$ cat src/sv/sdtq_pkg.sv
package sdtq_pkg;

  localparam int QUEUE_DEPTH_DEF = 16;
  localparam int TIME_BITS_DEF   = 32;

  localparam logic [1:0] REQ_TICK   = 2'd0;
  localparam logic [1:0] REQ_ADD    = 2'd1;
  localparam logic [1:0] REQ_SET    = 2'd2;
  localparam logic [1:0] REQ_CANCEL = 2'd3;

  localparam logic [1:0] STAT_EXPIRED   = 2'd0;
  localparam logic [1:0] STAT_CANCELLED = 2'd1;
  localparam logic [1:0] STAT_REJECTED  = 2'd2;

  typedef struct packed {
    logic [1:0]  req_type;
    logic [31:0] now_time;
    logic [30:0] delay_ms;
    logic [15:0] alarm_tag;
  } in_t;

  typedef struct packed {
    logic [15:0] out_tag;
    logic [1:0]  status;
    logic        last;
  } out_t;

  // per-cycle command broadcast to every cell
  typedef struct packed {
    logic cmp;
    logic ins;
    logic pop;
  } cell_ctl_t;

endpackage

$ cat src/sv/sdtq_cell.sv
module sdtq_cell #(
  parameter int TIME_BITS = 32
) (
  input  logic                  clk,
  input  logic                  rst_n,
  input  sdtq_pkg::cell_ctl_t   ctl,
  input  logic [TIME_BITS-1:0]  new_dl,
  input  logic [15:0]           new_tag,
  input  logic [TIME_BITS-1:0]  left_dl,
  input  logic [15:0]           left_tag,
  input  logic                  left_valid,
  input  logic                  left_match,
  input  logic [TIME_BITS-1:0]  right_dl,
  input  logic [15:0]           right_tag,
  input  logic                  right_valid,
  input  logic                  any_match,
  output logic [TIME_BITS-1:0]  dl,
  output logic [15:0]           tag,
  output logic                  valid,
  output logic                  match
);
  import sdtq_pkg::*;

  logic [TIME_BITS-1:0] dl_r, dl_nxt;
  logic [15:0]          tag_r, tag_nxt;
  logic                 valid_r, valid_nxt;
  logic                 match_r, match_nxt;
  logic [TIME_BITS-1:0] diff;

  assign diff = new_dl - dl_r;

  always_comb begin
    dl_nxt    = dl_r;
    tag_nxt   = tag_r;
    valid_nxt = valid_r;
    match_nxt = match_r;
    if (ctl.cmp) begin
      // new deadline not earlier than this entry
      match_nxt = valid_r & ~diff[TIME_BITS-1];
    end
    if (ctl.pop) begin
      dl_nxt    = right_dl;
      tag_nxt   = right_tag;
      valid_nxt = right_valid;
    end else if (ctl.ins && !any_match) begin
      if (left_match) begin
        dl_nxt    = new_dl;
        tag_nxt   = new_tag;
        valid_nxt = 1'b1;
      end else begin
        dl_nxt    = left_dl;
        tag_nxt   = left_tag;
        valid_nxt = left_valid;
      end
    end
  end

  always_ff @(posedge clk) begin
    if (!rst_n) begin
      valid_r <= 1'b0;
      match_r <= 1'b0;
    end else begin
      valid_r <= valid_nxt;
      match_r <= match_nxt;
    end
  end

  always_ff @(posedge clk) begin
    dl_r  <= dl_nxt;
    tag_r <= tag_nxt;
  end

  assign dl    = dl_r;
  assign tag   = tag_r;
  assign valid = valid_r;
  assign match = match_r;

endmodule

$ cat src/sv/sorted_deadline_timer_queue_core.sv
// Tick: busy in the tick state; an expired result, if due, is strobed in the following cycle.
// Add: busy for a parallel compare, then a shift-insert; when full, busy only for the compare
// and the reject result is strobed in the following cycle.
// Set/cancel: busy in the flush state until the queue is empty, one cancelled result per cycle,
// each strobed in the cycle after its pop; set then goes on to the compare and shift-insert.
// Synchronous active-low reset empties the queue; results strobe once, no stall.
module sorted_deadline_timer_queue_core #(
  parameter int QUEUE_DEPTH = sdtq_pkg::QUEUE_DEPTH_DEF,
  parameter int TIME_BITS   = sdtq_pkg::TIME_BITS_DEF
) (
  input  logic          clk,
  input  logic          rst_n,
  input  logic          start,
  output logic          busy,
  input  sdtq_pkg::in_t in_data,
  output logic          out_valid,
  output sdtq_pkg::out_t out_data
);
  import sdtq_pkg::*;

  localparam logic [2:0] ST_IDLE  = 3'd0;
  localparam logic [2:0] ST_TICK  = 3'd1;
  localparam logic [2:0] ST_CMP   = 3'd2;
  localparam logic [2:0] ST_INS   = 3'd3;
  localparam logic [2:0] ST_FLUSH = 3'd4;

  logic [2:0]           state_r, state_nxt;
  logic [1:0]           req_r;
  logic [15:0]          tag_r;
  logic [TIME_BITS-1:0] dl_r, now_r;
  logic                 out_valid_r, out_valid_nxt;
  out_t                 out_data_r, out_data_nxt;
  cell_ctl_t            ctl;
  logic                 accept;

  logic [TIME_BITS+32:0] sum_w, now_w;
  logic [TIME_BITS-1:0]  head_diff;
  logic                  head_due;

  logic [TIME_BITS-1:0] cell_dl [QUEUE_DEPTH];
  logic [15:0]          cell_tag [QUEUE_DEPTH];
  logic [QUEUE_DEPTH-1:0] cell_valid, cell_match, any_match;

  assign accept = start && !busy;
  assign busy   = (state_r != ST_IDLE);

  assign now_w = {{(TIME_BITS+1){1'b0}}, in_data.now_time};
  assign sum_w = now_w + {{(TIME_BITS+2){1'b0}}, in_data.delay_ms};

  always_ff @(posedge clk) begin
    if (accept) begin
      req_r <= in_data.req_type;
      tag_r <= in_data.alarm_tag;
      dl_r  <= sum_w[TIME_BITS-1:0];
      now_r <= now_w[TIME_BITS-1:0];
    end
  end

  assign head_diff = now_r - cell_dl[0];
  assign head_due  = cell_valid[0] & ~head_diff[TIME_BITS-1];

  // match anywhere at or behind each cell
  always_comb begin
    for (int i = 0; i < QUEUE_DEPTH; i++) begin
      any_match[i] = |(cell_match >> i);
    end
  end

  genvar g;
  generate
    for (g = 0; g < QUEUE_DEPTH; g++) begin : g_cell
      logic [TIME_BITS-1:0] l_dl, r_dl;
      logic [15:0]          l_tag, r_tag;
      logic                 l_valid, l_match, r_valid;
      if (g == 0) begin : g_head
        assign l_dl    = dl_r;
        assign l_tag   = tag_r;
        assign l_valid = 1'b1;
        assign l_match = 1'b1;
      end else begin : g_body
        assign l_dl    = cell_dl[g-1];
        assign l_tag   = cell_tag[g-1];
        assign l_valid = cell_valid[g-1];
        assign l_match = cell_match[g-1];
      end
      if (g == QUEUE_DEPTH-1) begin : g_tail
        assign r_dl    = cell_dl[g];
        assign r_tag   = cell_tag[g];
        assign r_valid = 1'b0;
      end else begin : g_mid
        assign r_dl    = cell_dl[g+1];
        assign r_tag   = cell_tag[g+1];
        assign r_valid = cell_valid[g+1];
      end
      sdtq_cell #(.TIME_BITS(TIME_BITS)) u_cell (
        .clk         (clk),
        .rst_n       (rst_n),
        .ctl         (ctl),
        .new_dl      (dl_r),
        .new_tag     (tag_r),
        .left_dl     (l_dl),
        .left_tag    (l_tag),
        .left_valid  (l_valid),
        .left_match  (l_match),
        .right_dl    (r_dl),
        .right_tag   (r_tag),
        .right_valid (r_valid),
        .any_match   (any_match[g]),
        .dl          (cell_dl[g]),
        .tag         (cell_tag[g]),
        .valid       (cell_valid[g]),
        .match       (cell_match[g])
      );
    end
  endgenerate

  always_comb begin
    state_nxt     = state_r;
    out_valid_nxt = 1'b0;
    out_data_nxt  = out_data_r;
    ctl           = '0;
    case (state_r)
      ST_IDLE: begin
        if (start) begin
          case (in_data.req_type)
            REQ_TICK: state_nxt = ST_TICK;
            REQ_ADD:  state_nxt = ST_CMP;
            default:  state_nxt = ST_FLUSH;
          endcase
        end
      end
      ST_TICK: begin
        if (head_due) begin
          out_valid_nxt        = 1'b1;
          out_data_nxt.out_tag = cell_tag[0];
          out_data_nxt.status  = STAT_EXPIRED;
          out_data_nxt.last    = 1'b1;
          ctl.pop              = 1'b1;
        end
        state_nxt = ST_IDLE;
      end
      ST_CMP: begin
        ctl.cmp = 1'b1;
        if (req_r == REQ_ADD && cell_valid[QUEUE_DEPTH-1]) begin
          out_valid_nxt        = 1'b1;
          out_data_nxt.out_tag = tag_r;
          out_data_nxt.status  = STAT_REJECTED;
          out_data_nxt.last    = 1'b1;
          state_nxt            = ST_IDLE;
        end else begin
          state_nxt = ST_INS;
        end
      end
      ST_INS: begin
        ctl.ins   = 1'b1;
        state_nxt = ST_IDLE;
      end
      ST_FLUSH: begin
        if (cell_valid[0]) begin
          out_valid_nxt        = 1'b1;
          out_data_nxt.out_tag = cell_tag[0];
          out_data_nxt.status  = STAT_CANCELLED;
          out_data_nxt.last    = !cell_valid[1];
          ctl.pop              = 1'b1;
        end
        if (!cell_valid[1]) begin
          state_nxt = (req_r == REQ_SET) ? ST_CMP : ST_IDLE;
        end
      end
      default: state_nxt = ST_IDLE;
    endcase
  end

  always_ff @(posedge clk) begin
    if (!rst_n) begin
      state_r     <= ST_IDLE;
      out_valid_r <= 1'b0;
    end else begin
      state_r     <= state_nxt;
      out_valid_r <= out_valid_nxt;
    end
  end

  always_ff @(posedge clk) begin
    out_data_r <= out_data_nxt;
  end

  assign out_valid = out_valid_r;
  assign out_data  = out_data_r;

endmodule

$ cat config.mk
export PLATFORM = sky130hd
export DESIGN_NAME = sorted_deadline_timer_queue_core
export DESIGN_NICKNAME = d
export VERILOG_FILES = /design/src/sv/sdtq_pkg.sv /design/src/sv/sdtq_cell.sv /design/src/sv/sorted_deadline_timer_queue_core.sv
export SDC_FILE = /design/constraint.sdc
export NUM_CORES = 2
export LEC_CHECK = 0
export BUFFER_PORTS_ARGS = -buffer_cell sky130_fd_sc_hd__buf_2
export CORE_ASPECT_RATIO = 1.2
export CORE_UTILIZATION = 64
export CTS_CLUSTER_DIAMETER = 150
export DETAILED_ROUTE_END_ITERATION = 12
export GPL_TIMING_DRIVEN = 1
export PLACE_DENSITY = 0.77
export SETUP_SLACK_MARGIN = 0.02
export SKIP_CTS_REPAIR_TIMING = 1
export SLEW_MARGIN = 30
export SYNTH_ARGS = -nofsm -noshare
export SYNTH_HDL_FRONTEND = slang
export SYNTH_HIERARCHICAL = 1
export SYNTH_SLANG_ARGS = --single-unit
$ cat constraint.sdc
create_clock -name clk -period 6.7 [get_ports clk]
set_input_delay 0 -clock clk [delete_from_list [all_inputs] [get_ports clk]]
set_output_delay 0 -clock clk [all_outputs]
set_load 0.005 [all_outputs]
# Word-level counts from Yosys, hierarchy flattened
# Cells that the tools add are included.
# Widths: inputs -> output; s select.
dict set report word_totals {
  elab_cells 365
  out_inout_bits 21
  in_bits 84
  reg_bits 905
}
dict set report op_classes {
  n_bitwise 36
  reduce_logical 74
  muxes 152
  add_sub_neg 18
  eq_ne 12
}
# op n
set op_table {}
lappend op_table {{$mux 32} 45}
lappend op_table {{$mux 16} 45}
lappend op_table {{$sub 32x32->32} 17}
lappend op_table {{$mux 19} 3}
lappend op_table {{$pmux 19 s3} 1}
lappend op_table {{$mux 1} 50}
lappend op_table {{$add 32x31->32} 1}
lappend op_table {{$reduce_bool 2->1} 15}
lappend op_table {{$not 1->1} 19}
lappend op_table {{$logic_and 1x1->1} 18}
lappend op_table {{$logic_not 1->1} 18}
lappend op_table {{$and 1x1->1} 17}
lappend op_table {{$reduce_or 16->1} 1}
lappend op_table {{$reduce_or 15->1} 1}
lappend op_table {{$reduce_or 14->1} 1}
lappend op_table {{$reduce_or 13->1} 1}
lappend op_table {{$reduce_or 12->1} 1}
lappend op_table {{$reduce_or 11->1} 1}
lappend op_table {{$reduce_or 10->1} 1}
lappend op_table {{$pmux 3 s3} 1}
lappend op_table {{$reduce_or 9->1} 1}
lappend op_table {{$ne 2x2->1 const B} 4}
lappend op_table {{$reduce_or 8->1} 1}
lappend op_table {{$reduce_or 7->1} 1}
lappend op_table {{other kinds (21)} 28}

# Depth between registers and ports, before layout
dict set report logic_depth {
  ltp_word 7
  ltp_mapped 14
  depth_no_buf 13
}

# By module
# The synthesis kept the hierarchy.
# mod seq_area_each_um2 cells_per_inst area_each_um2 n_inst
set modules_own_cells {}
lappend modules_own_cells {sdtq_cell 1481.4 333 3303.2 16}
lappend modules_own_cells {sorted_deadline_timer_queue_core 3113.0 548 6183.4 1}

# Worst setup path before layout
# No wires, ideal clock.
dict set report synth_path {
  path_type {register to register}
  startpoint {register state_r[2]}
  endpoint {register dl_r[0], enable pin}
  setup_time_ns 0.525
  arrival_ns 4.385
  path_buffers 1
  slack_ns 1.790
  stages_incl_launch_ff 4
  t_required_ns 6.175
  synth_period_minus_slack_ns 4.910
  path_cell_list {dfxtp_1 > clkbuf_1 > or3_1 > nor2_1}
}
dict set report synth_between {
  elab_chain_len 3
}
# element line
set synth_rtl {}
lappend synth_rtl {{start: declaration} sorted_deadline_timer_queue_core.sv:27} ;# logic [2:0] state_r, state_nxt;
lappend synth_rtl {{start signal: assignment} sorted_deadline_timer_queue_core.sv:179} ;# state_r <= state_nxt;
lappend synth_rtl {{$reduce_bool 3->1} sorted_deadline_timer_queue_core.sv:45} ;# assign busy = (state_r != ST_IDLE);
lappend synth_rtl {{net busy} sorted_deadline_timer_queue_core.sv:14} ;# output logic busy,
lappend synth_rtl {{$logic_not 1->1} sorted_deadline_timer_queue_core.sv:44} ;# assign accept = start && !busy;
lappend synth_rtl {{$logic_and 1x1->1} sorted_deadline_timer_queue_core.sv:44}
lappend synth_rtl {{net accept} sorted_deadline_timer_queue_core.sv:34} ;# logic accept;
lappend synth_rtl {{end signal: assignment} sorted_deadline_timer_queue_core.sv:54} ;# dl_r <= sum_w[TIME_BITS-1:0];
lappend synth_rtl {{end: declaration} sorted_deadline_timer_queue_core.sv:30} ;# logic [TIME_BITS-1:0] dl_r, now_r;
# The timed path passes the listed nets, and every way through them passes these cells.
# A chain may end at the register's enable or synchronous reset.

==> results.cfg <==
[final_layout]
final_util = 0.7073
drive_above_1_share = 0.06914
synthToLayoutAreaGrowth_pct = 9.023
nNetsFinal = 6555

[timing]
grt_setup_unrepaired = false
worstMarginPinSlew_ns = 0.9928
hold_viol_final = 1
finClkSkew_ns = 0.03206
min_period_over_period = 0.7489
max_slew_margin = 0.3381
whs_ns = -0.01021
final.setup.tns_ns = 0
fmax_mhz = 199.3
finalSetupViolations = 0
post-route-min-period_ns = 5.018
finalMaxSlewViolations = 0

[worst_setup_path]
cpMostUsedCell = o21ai_0
slowest_delay_ns = 0.61
path_cells = inv_1 -> ha_1 -> a21o_1 -> a31oi_1 -> o21ai_0 -> a211oi_1 -> o21ai_0 -> mux2i_1 -> a31o_4 -> buf_12 -> buf_12 -> buf_16 -> o21ai_0
crit_type = flop to flop
arrival_ns = 5.40
crit_fanout = 204
slowest_stage = a31o_4
end_kind = flop
cp_data_required_time_ns = 7.08
cp-start-kind = flop

[run]
cap_violations = 0

[power]
ir_worst_vdd_v = 0.0002375
p_per_area_mw_per_mm2 = 205.4
total_leakage_power_uw = 0.02317

[grt]
grt-busiest-layer = met2
grt_pass1_vias = 41300
met2_usage = 0.4668
use_met3 = 0.02780
grt_antenna_before_repair = 1
grt_pass1_wl_um = 211400
grt_start_max_net_pins = 274
use_met1 = 0.3777
grt_use_total = 0.2761
gr-total-overflow = 0

[logic_synthesis]
seq_area_frac_synth = 0.4542
yosys.area.top_type_share = 0.4420
avgSynthCellArea_um2 = 10.05
ys.flop_type = edfxtp_1
syn_inst = 5876
synth_area_leaders = edfxtp_1, mux2i_1, ha_1
synth_most_common_cell = nand2_1
async_reset_ff_frac = 0
synth-edff-count = 869
synth_area_mm2 = 0.05903
ys_warn_count = 6
ys_ff_latch = 905
synthTopCellsByCount = nand2_1, o21ai_0, edfxtp_1
synth_area_leader_cell = edfxtp_1
ys_types = 61

[hold_path]
hp-class = input port to flop

[floorplan]
die_h_um = 334.7
dieArea_mm2 = 0.09347
initial_utilization = 0.6488
ios = 105
chipWidth_um = 279.3
core_region_area_mm2 = 0.09099
core.rowCount = 121

[clock_tree]
cts_htree_levels = 3
tritoncts = yes
insertion_delay_ns = 0.68
cts_buffers = 91
clkSinkCount = 905
clk_pin_slew_ns = 0.06
clock-root-buffer = clkbuf_16
cts_buffer_depth = 3

[place]
gp_congestion = 0.8466
numPortBuffers = 104
dpl.hpwl_um = 93620

[status]
violations = negative hold slack
status = finished, violations left

[drt]
vias = 43170
drtAntennaViolNets = 0
via_per_inst = 5.968
wirelength_um = 132800
drc = 0
dr.pass1.iters = 6
initialDrtViolationCount = 3723
routedWlPerCell_um = 18.36
worst paths after layout:
| check | end | slack [ns] | cells past startpoint | startpoint |
|---|---|---|---|---|
| worst max-delay path | g_cell[5].u_cell/tag[10]$_DFFE_PP_ | 1.68 | 13 | g_cell[0].u_cell/dl[2]$_DFFE_PP_ |
| worst min-delay path | dl_r[25]$_DFFE_PP_ | -0.01 | 3 | in_data[41] |
| worst max register to register | g_cell[5].u_cell/tag[10]$_DFFE_PP_ | 1.68 | 13 | g_cell[0].u_cell/dl[2]$_DFFE_PP_ |
| worst min register to register | g_cell[8].u_cell/match$_SDFFE_PN0P_ | 0.51 | 2 | g_cell[8].u_cell/valid$_SDFFE_PN0P_ |
power breakdown:
group          total [uW]  switching [uW]  internal (uW)
clock network        5160            2280           2890
logic                1730            1090            644
registers            6320            86.8           6240
total               13200            3450           9770
cell type report:
| type | count | area (um2) |
|---|---|---|
| Antenna cell | 1 | 2.502 |
| Clock buffer | 113 | 2400 |
| Clock inverter | 53 | 614.3 |
| Fill cell | 6521 | 26630 |
| Inverter | 538 | 2019 |
| Multi-Input combinational cell | 4145 | 28990 |
| Sequential cell | 905 | 26850 |
| Tap cell | 1230 | 1539 |
| Timing Repair Buffer | 248 | 1947 |
through the flow:
stage / setup WS [ns] / power (uW) / cell area, um2 / cells / hold slack (ns)
3_3_place_gp: 1.730 / 7997 / 60420 / 6985 / 0.1773
2_1_floorplan: 1.790 / 7568 / 59040 / 5877 / 0.09887
4_1_cts: 1.606 / 13240 / 63540 / 7154 / -0.5417
6_report: 1.682 / 13220 / 64360 / 7233 / -0.01021
5_1_grt: 1.374 / 13700 / 64360 / 7233 / 0.01494
3_5_place_dp: 1.613 / 8096 / 60530 / 6988 / 0.1788
metal layers:
metal,up-vias,share of wire
li1,21110,-
met1,20570,0.44
met2,1286,0.48
met3,202,0.052
met4,0,0.026
met5,-,0
worst max-delay path, delay by kind of cell, from the launching register on:
kind                       cells  cell delay, ns
AOI/OAI and AO/OA              7            2.29
adders and majority gates      1            0.24
buffers and inverters          4            1.19
DFF                            1            0.43
muxes                          1            0.40
cells in the final DEF, fill, tap and decap left out, types with 20 or more instances in the layout:
master         instances
a31oi_1               25
dlygate4sd3_1         76
o21ai_0              901
dfxtp_1               21
nor2b_1               34
clkbuf_16             91
nand3b_1              20
a21oi_1              304
nor2_1               107
buf_2                104
xnor2_1               47
o21ai_1               32
and4_1                34
nand4_2               32
inv_1                538
o211ai_1              20
buf_4                 56
a211oi_1              22
mux2i_1              788
nand2_1             1012
nand3_1               41
ha_1                 541
edfxtp_1             869
state kept, by name (all words and copies together) (netlist names):
| name | cells |
|---|---|
| state_r | 3 |
| g_cell.u_cell/match | 16 |
| g_cell.u_cell/dl | 512 |
| g_cell.u_cell/tag | 256 |
| g_cell.u_cell/valid | 16 |
| now_r | 32 |
| out_data | 19 |
| g_cell.l_tag | 16 |
| req_r | 2 |
| dl_r | 32 |
| out_valid | 1 |
kinds of logic (layout without fill, tap and decap cells):
logic type	count (synthesis)	after routing	share of synthesized area
xor+xnor	59	59	0.008753
other cells	2	4	0.0001272
compound gates	1379	1379	0.1229
fa+ha+maj	542	542	0.1150
flops	905	905	0.4542
mux	804	804	0.1367
buf+inv	827	952	0.05665
simple gates	1358	1358	0.1056
(Power assumes the default switching activity.)
